$ cat config.mk
export PLATFORM = sky130hd
export DESIGN_NAME = ndp_neighbor_solicit_framer
export DESIGN_NICKNAME = d
export VERILOG_FILES = /design/src/hw/rtl/ndpns_pkg.sv /design/src/hw/rtl/ndp_neighbor_solicit_framer.sv
export VERILOG_INCLUDE_DIRS = /design/src /design/src/hw/rtl
export SDC_FILE = /design/constraint.sdc
export NUM_CORES = 1
export LEC_CHECK = 0
export ABC_AREA = 1
export BUFFER_PORTS_ARGS = -buffer_cell sky130_fd_sc_hd__buf_4
export CORE_ASPECT_RATIO = 1.5
export CORE_MARGIN = 4
export CORE_UTILIZATION = 55
export CTS_CLUSTER_SIZE = 24
export DETAILED_ROUTE_END_ITERATION = 6
export GPL_TIMING_DRIVEN = 0
export PLACE_DENSITY = 0.78
export REMOVE_ABC_BUFFERS = 1
export SETUP_SLACK_MARGIN = 0.5
export SYNTH_ARGS = -nofsm -noshare
export SYNTH_HDL_FRONTEND = slang
export SYNTH_SLANG_ARGS = --single-unit
$ cat constraint.sdc
create_clock -name clk_i -period 13.2 [get_ports clk_i]
set_input_delay 1.32 -clock clk_i [delete_from_list [all_inputs] [get_ports clk_i]]
set_output_delay 1.32 -clock clk_i [all_outputs]
set_load 0.03 [all_outputs]
$ cat src/hw/rtl/ndp_neighbor_solicit_framer_macros.svh
// assertion macros for the neighbor solicitation framer
// no dependencies; empty bodies when SYNTH is defined
`ifndef NDP_NEIGHBOR_SOLICIT_FRAMER_MACROS_SVH
`define NDP_NEIGHBOR_SOLICIT_FRAMER_MACROS_SVH

`ifndef SYNTH
// property checked on the rising clock edge, off while reset is low
`define NDPNS_ASSERT(name, clk, rstn, prop, msg) \
  name: assert property (@(posedge clk) disable iff (!rstn) (prop)) else $error(msg);
// property checked on every rising clock edge
`define NDPNS_ASSERT_ALWAYS(name, clk, prop, msg) \
  name: assert property (@(posedge clk) (prop)) else $error(msg);
`else
`define NDPNS_ASSERT(name, clk, rstn, prop, msg)
`define NDPNS_ASSERT_ALWAYS(name, clk, prop, msg)
`endif

`endif

$ cat src/hw/rtl/ndpns_pkg.sv
// shared types and constants for the neighbor solicitation framer
// no dependencies
`timescale 1ns / 1ps
`default_nettype none

package ndpns_pkg;

  // input beat: target ipv6 address
  typedef struct packed {
    logic [63:0] target_high;
    logic [63:0] target_low;
  } ndpns_req_t;

  // output beat: one frame word
  typedef struct packed {
    logic [63:0] frame_word;
    logic [3:0]  valid_bytes;
    logic        last_word;
  } ndpns_rsp_t;

  // configuration register indexes
  typedef enum logic [1:0] {
    CFG_SRC_IP_HIGH = 2'd0,
    CFG_SRC_IP_LOW  = 2'd1,
    CFG_OWN_MAC     = 2'd2,
    CFG_UNUSED      = 2'd3
  } ndpns_cfg_e;

  localparam int unsigned WordsOut  = 11;
  localparam int unsigned CntW      = 4;
  localparam logic [CntW-1:0] LastWord = CntW'(WordsOut - 1);

  localparam logic [15:0] EtherTypeIpv6 = 16'h86DD;
  localparam logic [7:0]  IpVersionTc   = 8'h60;
  localparam logic [7:0]  NextHdrIcmp6  = 8'd58;
  localparam logic [7:0]  HopLimit      = 8'd255;
  localparam logic [7:0]  IcmpLen       = 8'd32;
  localparam logic [7:0]  IcmpTypeNs    = 8'd135;
  localparam logic [7:0]  McastMacByte  = 8'h33;
  localparam logic [7:0]  SolicitByte   = 8'hff;
  localparam logic [7:0]  LinkLocalLo   = 8'h02;
  localparam logic [7:0]  OptSrcLladdr  = 8'h01;
  localparam logic [7:0]  OptLenUnits   = 8'h01;
  localparam logic [3:0]  BytesFull     = 4'd8;
  localparam logic [3:0]  BytesTail     = 4'd6;

  localparam int unsigned SumW = 21;

  // constant halfwords of pseudo-header and message: ff02, 0001, ff00,
  // length, next header, type/code, option type/length
  localparam logic [SumW-1:0] ConstSum =
      SumW'({SolicitByte, LinkLocalLo}) + SumW'(16'h0001) + SumW'({SolicitByte, 8'h00}) +
      SumW'(IcmpLen) + SumW'(NextHdrIcmp6) + SumW'({IcmpTypeNs, 8'h00}) +
      SumW'({OptSrcLladdr, OptLenUnits});

  // sum of the four big-endian halfwords of a 64-bit word
  function automatic logic [17:0] hsum4(input logic [63:0] v);
    hsum4 = 18'(v[63:48]) + 18'(v[47:32]) + 18'(v[31:16]) + 18'(v[15:0]);
  endfunction

  // sum of the three halfwords of a mac address
  function automatic logic [17:0] hsum3(input logic [47:0] v);
    hsum3 = 18'(v[47:32]) + 18'(v[31:16]) + 18'(v[15:0]);
  endfunction

endpackage

`default_nettype wire

$ cat src/hw/rtl/ndp_neighbor_solicit_framer.sv
// neighbor solicitation framer top level: checksum pipeline and word serializer
// depends on ndpns_pkg and ndp_neighbor_solicit_framer_macros.svh
`timescale 1ns / 1ps
`default_nettype none

`include "ndp_neighbor_solicit_framer_macros.svh"

// Each accepted target address yields one 86-byte Ethernet/IPv6/ICMPv6
// neighbor solicitation frame, sent as eleven 64-bit beats, earliest byte in
// the top bits; the last beat carries six valid bytes with the low two zero.
// Beats leave one per cycle while out_stall_i is low; the output word serializer
// takes a new address only when empty or as the final beat of its frame leaves.
// An input beat passes three checksum stages (halfword sums, total, fold) and
// then the serializer register before its first output beat appears.
// Addresses enter in consecutive cycles until the three stages are full; the
// input stall then follows the serializer. Configuration writes are always
// ready and must happen only while no frame is in flight.
module ndp_neighbor_solicit_framer
  import ndpns_pkg::*;
(
  input  wire         clk_i,
  input  wire         rst_ni,
  // input address channel
  input  wire         in_valid_i,
  output logic        in_stall_o,
  input  wire ndpns_req_t in_data_i,
  // output frame channel
  output logic        out_valid_o,
  input  wire         out_stall_i,
  output ndpns_rsp_t  out_data_o,
  // configuration write channel
  input  wire         cfg_valid_i,
  output logic        cfg_ready_o,
  input  wire  [1:0]  cfg_index_i,
  input  wire  [63:0] cfg_data_i
);

  // ---------------------------------------------------------------- config
  logic [63:0] src_ip_high_q, src_ip_low_q;
  logic [47:0] own_mac_q;

  assign cfg_ready_o = 1'b1;

  always_ff @(posedge clk_i or negedge rst_ni) begin
    if (!rst_ni) begin
      src_ip_high_q <= '0;
      src_ip_low_q  <= '0;
      own_mac_q     <= '0;
    end else if (cfg_valid_i && cfg_ready_o) begin
      case (ndpns_cfg_e'(cfg_index_i))
        CFG_SRC_IP_HIGH: src_ip_high_q <= cfg_data_i;
        CFG_SRC_IP_LOW:  src_ip_low_q  <= cfg_data_i;
        CFG_OWN_MAC:     own_mac_q     <= cfg_data_i[47:0];
        default: ;  // unknown index: write dropped
      endcase
    end
  end

  // ------------------------------------------------------- stage handshake
  // each stage moves when it is empty or the next one takes its beat
  logic s1_v_q, s2_v_q, s3_v_q;
  logic s1_en, s2_en, s3_en;
  logic frm_v_q;
  logic [CntW-1:0] cnt_q;
  logic out_fire, out_last, frm_load;

  assign out_valid_o = frm_v_q;
  assign out_fire    = frm_v_q && !out_stall_i;
  assign out_last    = (cnt_q == LastWord);
  // serializer is free when empty or its final beat leaves this cycle
  assign frm_load    = s3_v_q && (!frm_v_q || (out_fire && out_last));

  assign s3_en      = !s3_v_q || frm_load;
  assign s2_en      = !s2_v_q || s3_en;
  assign s1_en      = !s1_v_q || s2_en;
  assign in_stall_o = !s1_en;

  always_ff @(posedge clk_i or negedge rst_ni) begin
    if (!rst_ni) begin
      s1_v_q <= 1'b0;
      s2_v_q <= 1'b0;
      s3_v_q <= 1'b0;
    end else begin
      if (s1_en) s1_v_q <= in_valid_i;
      if (s2_en) s2_v_q <= s1_v_q;
      if (s3_en) s3_v_q <= s2_v_q;
    end
  end

  // --------------------------------------------- stage 1: halfword sums
  ndpns_req_t  s1_tgt_q;
  logic [17:0] s1_th_sum_q, s1_tl_sum_q, s1_iph_sum_q, s1_ipl_sum_q, s1_mac_sum_q;

  always_ff @(posedge clk_i) begin
    if (s1_en) begin
      s1_tgt_q     <= in_data_i;
      s1_th_sum_q  <= hsum4(in_data_i.target_high);
      s1_tl_sum_q  <= hsum4(in_data_i.target_low);
      s1_iph_sum_q <= hsum4(src_ip_high_q);
      s1_ipl_sum_q <= hsum4(src_ip_low_q);
      s1_mac_sum_q <= hsum3(own_mac_q);
    end
  end

  // ------------------------------------------------- stage 2: full sum
  // solicited-node destination contributes ff00|t13 and t14t15; ff00 is
  // folded into the constant
  ndpns_req_t      s2_tgt_q;
  logic [SumW-1:0] s2_sum_q;
  logic [SumW-1:0] s2_sum_d;

  always_comb begin
    s2_sum_d = SumW'(s1_th_sum_q) + SumW'(s1_tl_sum_q) + SumW'(s1_iph_sum_q) +
               SumW'(s1_ipl_sum_q) + SumW'(s1_mac_sum_q) + ConstSum +
               SumW'(s1_tgt_q.target_low[23:16]) + SumW'(s1_tgt_q.target_low[15:0]);
  end

  always_ff @(posedge clk_i) begin
    if (s2_en) begin
      s2_tgt_q <= s1_tgt_q;
      s2_sum_q <= s2_sum_d;
    end
  end

  // ------------------------------------------ stage 3: fold and invert
  ndpns_req_t  s3_tgt_q;
  logic [15:0] s3_ck_q;
  logic [16:0] fold1;
  logic [15:0] fold2;

  always_comb begin
    fold1 = 17'(s2_sum_q[15:0]) + 17'(s2_sum_q[SumW-1:16]);
    // second carry cannot overflow: a carry out of fold1 leaves a small low half
    fold2 = fold1[15:0] + 16'(fold1[16]);
  end

  always_ff @(posedge clk_i) begin
    if (s3_en) begin
      s3_tgt_q <= s2_tgt_q;
      s3_ck_q  <= ~fold2;
    end
  end

  // ------------------------------------------------ output serializer
  ndpns_req_t  frm_tgt_q;
  logic [15:0] frm_ck_q;

  always_ff @(posedge clk_i or negedge rst_ni) begin
    if (!rst_ni) begin
      frm_v_q <= 1'b0;
      cnt_q   <= '0;
    end else if (frm_load) begin
      frm_v_q <= 1'b1;
      cnt_q   <= '0;
    end else if (out_fire) begin
      if (out_last) begin
        frm_v_q <= 1'b0;
        cnt_q   <= '0;
      end else begin
        cnt_q <= cnt_q + CntW'(1);
      end
    end
  end

  always_ff @(posedge clk_i) begin
    if (frm_load) begin
      frm_tgt_q <= s3_tgt_q;
      frm_ck_q  <= s3_ck_q;
    end
  end

  // frame layout, eight bytes per beat
  logic [63:0] th, tl;
  assign th = frm_tgt_q.target_high;
  assign tl = frm_tgt_q.target_low;

  always_comb begin
    out_data_o.valid_bytes = out_last ? BytesTail : BytesFull;
    out_data_o.last_word   = out_last;
    case (cnt_q)
      4'd0:    out_data_o.frame_word = {McastMacByte, McastMacByte, SolicitByte,
                                        tl[23:0], own_mac_q[47:32]};
      4'd1:    out_data_o.frame_word = {own_mac_q[31:0], EtherTypeIpv6,
                                        IpVersionTc, 8'h00};
      4'd2:    out_data_o.frame_word = {24'h0, IcmpLen, NextHdrIcmp6, HopLimit,
                                        src_ip_high_q[63:48]};
      4'd3:    out_data_o.frame_word = {src_ip_high_q[47:0], src_ip_low_q[63:48]};
      4'd4:    out_data_o.frame_word = {src_ip_low_q[47:0], SolicitByte, LinkLocalLo};
      4'd5:    out_data_o.frame_word = 64'h0;
      4'd6:    out_data_o.frame_word = {8'h00, 8'h01, SolicitByte, tl[23:0],
                                        IcmpTypeNs, 8'h00};
      4'd7:    out_data_o.frame_word = {frm_ck_q, 32'h0, th[63:48]};
      4'd8:    out_data_o.frame_word = {th[47:0], tl[63:48]};
      4'd9:    out_data_o.frame_word = {tl[47:0], OptSrcLladdr, OptLenUnits};
      4'd10:   out_data_o.frame_word = {own_mac_q, 16'h0};
      default: out_data_o.frame_word = 64'h0;
    endcase
  end

  // ------------------------------------------------------------ checks
  `NDPNS_ASSERT(a_frame_continues, clk_i, rst_ni,
    out_fire && !out_last |=> out_valid_o && (cnt_q == $past(cnt_q) + CntW'(1)),
    "frame beat lost between words")
  `NDPNS_ASSERT(a_stall_holds_count, clk_i, rst_ni,
    out_valid_o && out_stall_i |=> out_valid_o && $stable(cnt_q),
    "word counter moved while output stalled")
  `NDPNS_ASSERT(a_load_when_free, clk_i, rst_ni,
    frm_load |-> !frm_v_q || (out_fire && out_last),
    "serializer overwritten mid frame")
  `NDPNS_ASSERT(a_count_in_range, clk_i, rst_ni,
    frm_v_q |-> cnt_q <= LastWord,
    "word counter past final word")

endmodule

`default_nettype wire
==> qor.yml <==
power:
  design_power_total_mw: 11.4
  intPower_mw: 6.61
  power_frac_clock: 0.196
  power.switching_fraction: 0.419
  leakage_nw: 18.8
  ir_drop_uv: 154
  p_sw_mw: 4.77
  p_per_area_nw_per_um2: 252
  pwr-share-seq: 0.321
  combPwrFrac: 0.483
worst_setup_path:
  r2r-end: "s2_sum_q[16]"
  worst-setup-path-type: "flip-flop to output port"
  end_kind: "output port"
  r2r-start: "s1_th_sum_q[2]"
  cpMaxStageDelayCell: "inv_1"
  crit_path_start_kind: "flip-flop"
  cp.required_ns: 11.88
  crit_path_frequent_cell: "inv_1"
  critPathMaxFanout: 21
  cp_data_arrival_time_ns: 4.64
  cpPeakStageDelay_ns: 1.35
  reg2reg_depth: 19
  crit_chain: "inv_1 > nor2_1 > nand2_1 > inv_1 > a22o_1 > a21oi_1 > nand3_1 > buf_4"
  reg2reg_slack_ns: 8.47
clocking:
  postCtsSetupBuffers: 0
  cts_hold_buffers: 0
  clk_pin_slew_worst_paths_ns: 0.07
  h-tree-depth: 3
  clock_path_buffers: 3
  root_buffer: "clkbuf_16"
  cts_resized: 0
  clk_latency_ns: 0.64
  cts_buffers: 76
  clkSinkCount: 839
  cts_tree: "built"
min_path:
  hold_path_depth: 0
  hold_start: "s3_tgt_q[66]"
  holdPathEnd: "th[2]"
  min_path_type: "flip-flop to flip-flop"
synthesis:
  netlist_area_sq_um: 39500
  async_reset_ff_frac: 0.219
  synth_top_family_by_area: "adder cells"
  synthMuxAreaShare: 0
  avgSynthCellArea_sq_um: 12.7
  synth_cells: 3103
  synth.ff_latch_count: 839
  synthFlopType: "edfxtp_1"
  yosys.area_share.adder: 0.155
  yosys-top-cells-area: "edfxtp_1, dfrtp_1, fa_1, nand2_1, ha_1"
  synth_simple_gate_area_frac: 0.0958
  synth_top_area_share: 0.498
  synthDistinctLibCells: 50
  synth_xor_area_frac: 0.0191
  ys.warnings.count: 0
  yosysTopAreaCell: "edfxtp_1"
  synth-edff-count: 655
  ys_seq_area_frac: 0.615
  synth_compound_area_frac: 0.0691
sta:
  relSlewSlack: -0.0169
  max_freq_mhz: 168
  tightest_slew_ns: 1.52
  period_minus_slack_ns: 5.96
  slew_viol_final: 25
  setup_viol: 0
  finClkSkew_ns: 0.0232
  rsz0062_at_grt: "false"
  fin_setup_tns_ns: 0
  hold_viol_final: 0
  fin_crit_sh: 0.452
run:
  cap_viol_max_count: 1
global_route:
  grt_pass1_wl_microns: 158000
  grt_usage: 0.282
  antenna_found_initial: 5
  grt_max_degree: 118
  grt_pass1_vias: 25849
  overflow: 0
routing:
  wl_microns: 107000
  final_antenna_net_count: 0
  first_iter_violations: 2855
  firstDrtPassIters: 7
  wire_per_inst_microns: 24.4
  via_per_inst: 5.75
  drcViolationCount: 1
  num_vias: 25097
finish:
  fin_cells: 4362
  syn_to_final_growth_pct: 14.4
  fin_util: 0.633
  nFillCells: 5212
  drive_gt1_frac: 0.129
  final_net_count: 3937
placement:
  portBuffers: 268
  place.gp.congestion: 0.987
  dp_cells: 4218
  post-dp-hpwl_microns: 77500
floorplanning:
  die_area_sq_um: 76200
  fp.dieW_microns: 227
  start_util: 0.553
  die_h_microns: 336
  rows: 120
  core_sq_um: 71300
  io_pins: 271
run_status:
  status: "finished, violations left"
  violations: "design-rule violations, max-capacitance violations, max-slew violations"
## critical path, delay by kind of cell (launching register included)
kind	cells	cell delay (ns)
compound gates	2	0.34
simple gates	3	1.62
flops	1	0.39
buf+inv	3	1.64
## routing by layer
metal  vias up  routed length (microns)  global-route usage  part of all wire
met5         -                       13                   0           0.00012
met4         2                     4790               0.118             0.045
met3       260                     9180              0.0548             0.086
met2      1271                    52700               0.468              0.49
met1     12373                    39900               0.368              0.37
li1      11191                        -                   -                 -
## through the flow
stage          setup slack (ns)  hold WS (ns)  cell area, sq um
2_1_floorplan              1.43         0.400             39100
3_3_place_gp              -3.83         0.400             42300
4_1_cts                    7.40         0.411             45100
6_report                   7.24         0.403             45200
5_1_grt                    7.25         0.410             45200
3_5_place_dp               7.89         0.405             42600
## power by group through the flow
stage / registers, mW / logic (mW) / clock network [mW]
floorplan: 3.65 / 3.57 / 0
global placement: 3.74 / 5.25 / 0
detailed placement: 3.69 / 5.39 / 0
CTS: 3.65 / 5.47 / 2.26
global route: 3.68 / 6.02 / 2.37
finish: 3.65 / 5.50 / 2.23
## worst max path at each step
stage	startpoint	to	slack (ns)	cells after the start
after global placement	out_stall_i	s1_tgt_q[61]	-3.83	8
after CTS	cnt_q[0]	out_data_o[42]	7.40	8
after floorplan	out_stall_i	s1_iph_sum_q[0]	1.43	7
after global routing	cnt_q[0]	out_data_o[42]	7.25	8
final	cnt_q[0]	out_data_o[42]	7.24	8
after detailed placement	in_data_i[1]	s1_tl_sum_q[13]	7.89	12
## state kept, by name (all words and copies together) (netlist names), 21 cells and up
name           count
own_mac_q         48
s1_tgt_q         128
s2_sum_q          21
s2_tgt_q         128
s3_tgt_q         128
src_ip_high_q     64
src_ip_low_q      64
th                64
tl                64
## cell usage in the layout, fill, tap and decap left out, drive strengths merged, types with 3 or more instances in the layout
master,count
edfxtp,655
nand2,625
inv,392
buf,279
o21ai,227
fa,223
dfrtp,184
ha,133
a21oi,104
nand3,101
nor2,101
clkbuf,95
xor2,64
a221oi,62
nand4,50
clkinv,29
xnor2,22
a21o,15
a22o,10
nor3,9
clkinvlp,8
o21bai,7
a211oi,6
a31oi,5
a21boi,5
o2111ai,5
bufinv,5
nor4,4
nand3b,3
a32o,3
## final cells by class
cell class / instances / area, sq um / share of cell area
clock inverters: 46 / 395 / 0.00876
repair buffers: 279 / 2310 / 0.0511
clock buffers: 95 / 2120 / 0.0470
inverters: 388 / 1490 / 0.0330
diodes: 2 / 5.00 / 0.000111
flip-flops and latches: 839 / 24300 / 0.538
multi-input cells: 1798 / 13400 / 0.297
well taps: 915 / 1140 / 0.0254
## logic make-up (layout without fill, tap and decap cells)
logic type,count (synthesis),after routing
other cells,2,4
compound gates,459,459
flops,839,839
fa+ha+maj,356,356
xor+xnor,86,86
simple gates,895,895
buf+inv,466,808
## cells in the mapped netlist, types with 2 or more instances
cell / instances
xnor2_1: 22
a22oi_1: 2
a21boi_0: 5
fa_1: 223
buf_2: 14
buf_4: 7
o21ai_1: 4
nand4_1: 50
nand2_1: 611
dfrtp_1: 184
o21ai_0: 222
a22o_1: 10
a21o_1: 15
a32o_1: 3
nand3_1: 97
nand2_2: 12
nor2_2: 8
a21oi_1: 103
nand3b_1: 3
nor3_1: 9
nor2_4: 5
xor2_1: 64
a211oi_1: 6
buf_1: 3
nor2_1: 88
o21bai_1: 7
conb_1: 2
o22ai_1: 2
o2111ai_1: 5
nand3_2: 3
a31oi_1: 5
inv_1: 378
ha_1: 133
o31ai_1: 2
edfxtp_1: 655
nand2_4: 2
nor4_1: 4
inv_2: 9
a221oi_1: 62
clkbuf_1: 54
No activity file was read; power rests on OpenSTA's default activity.
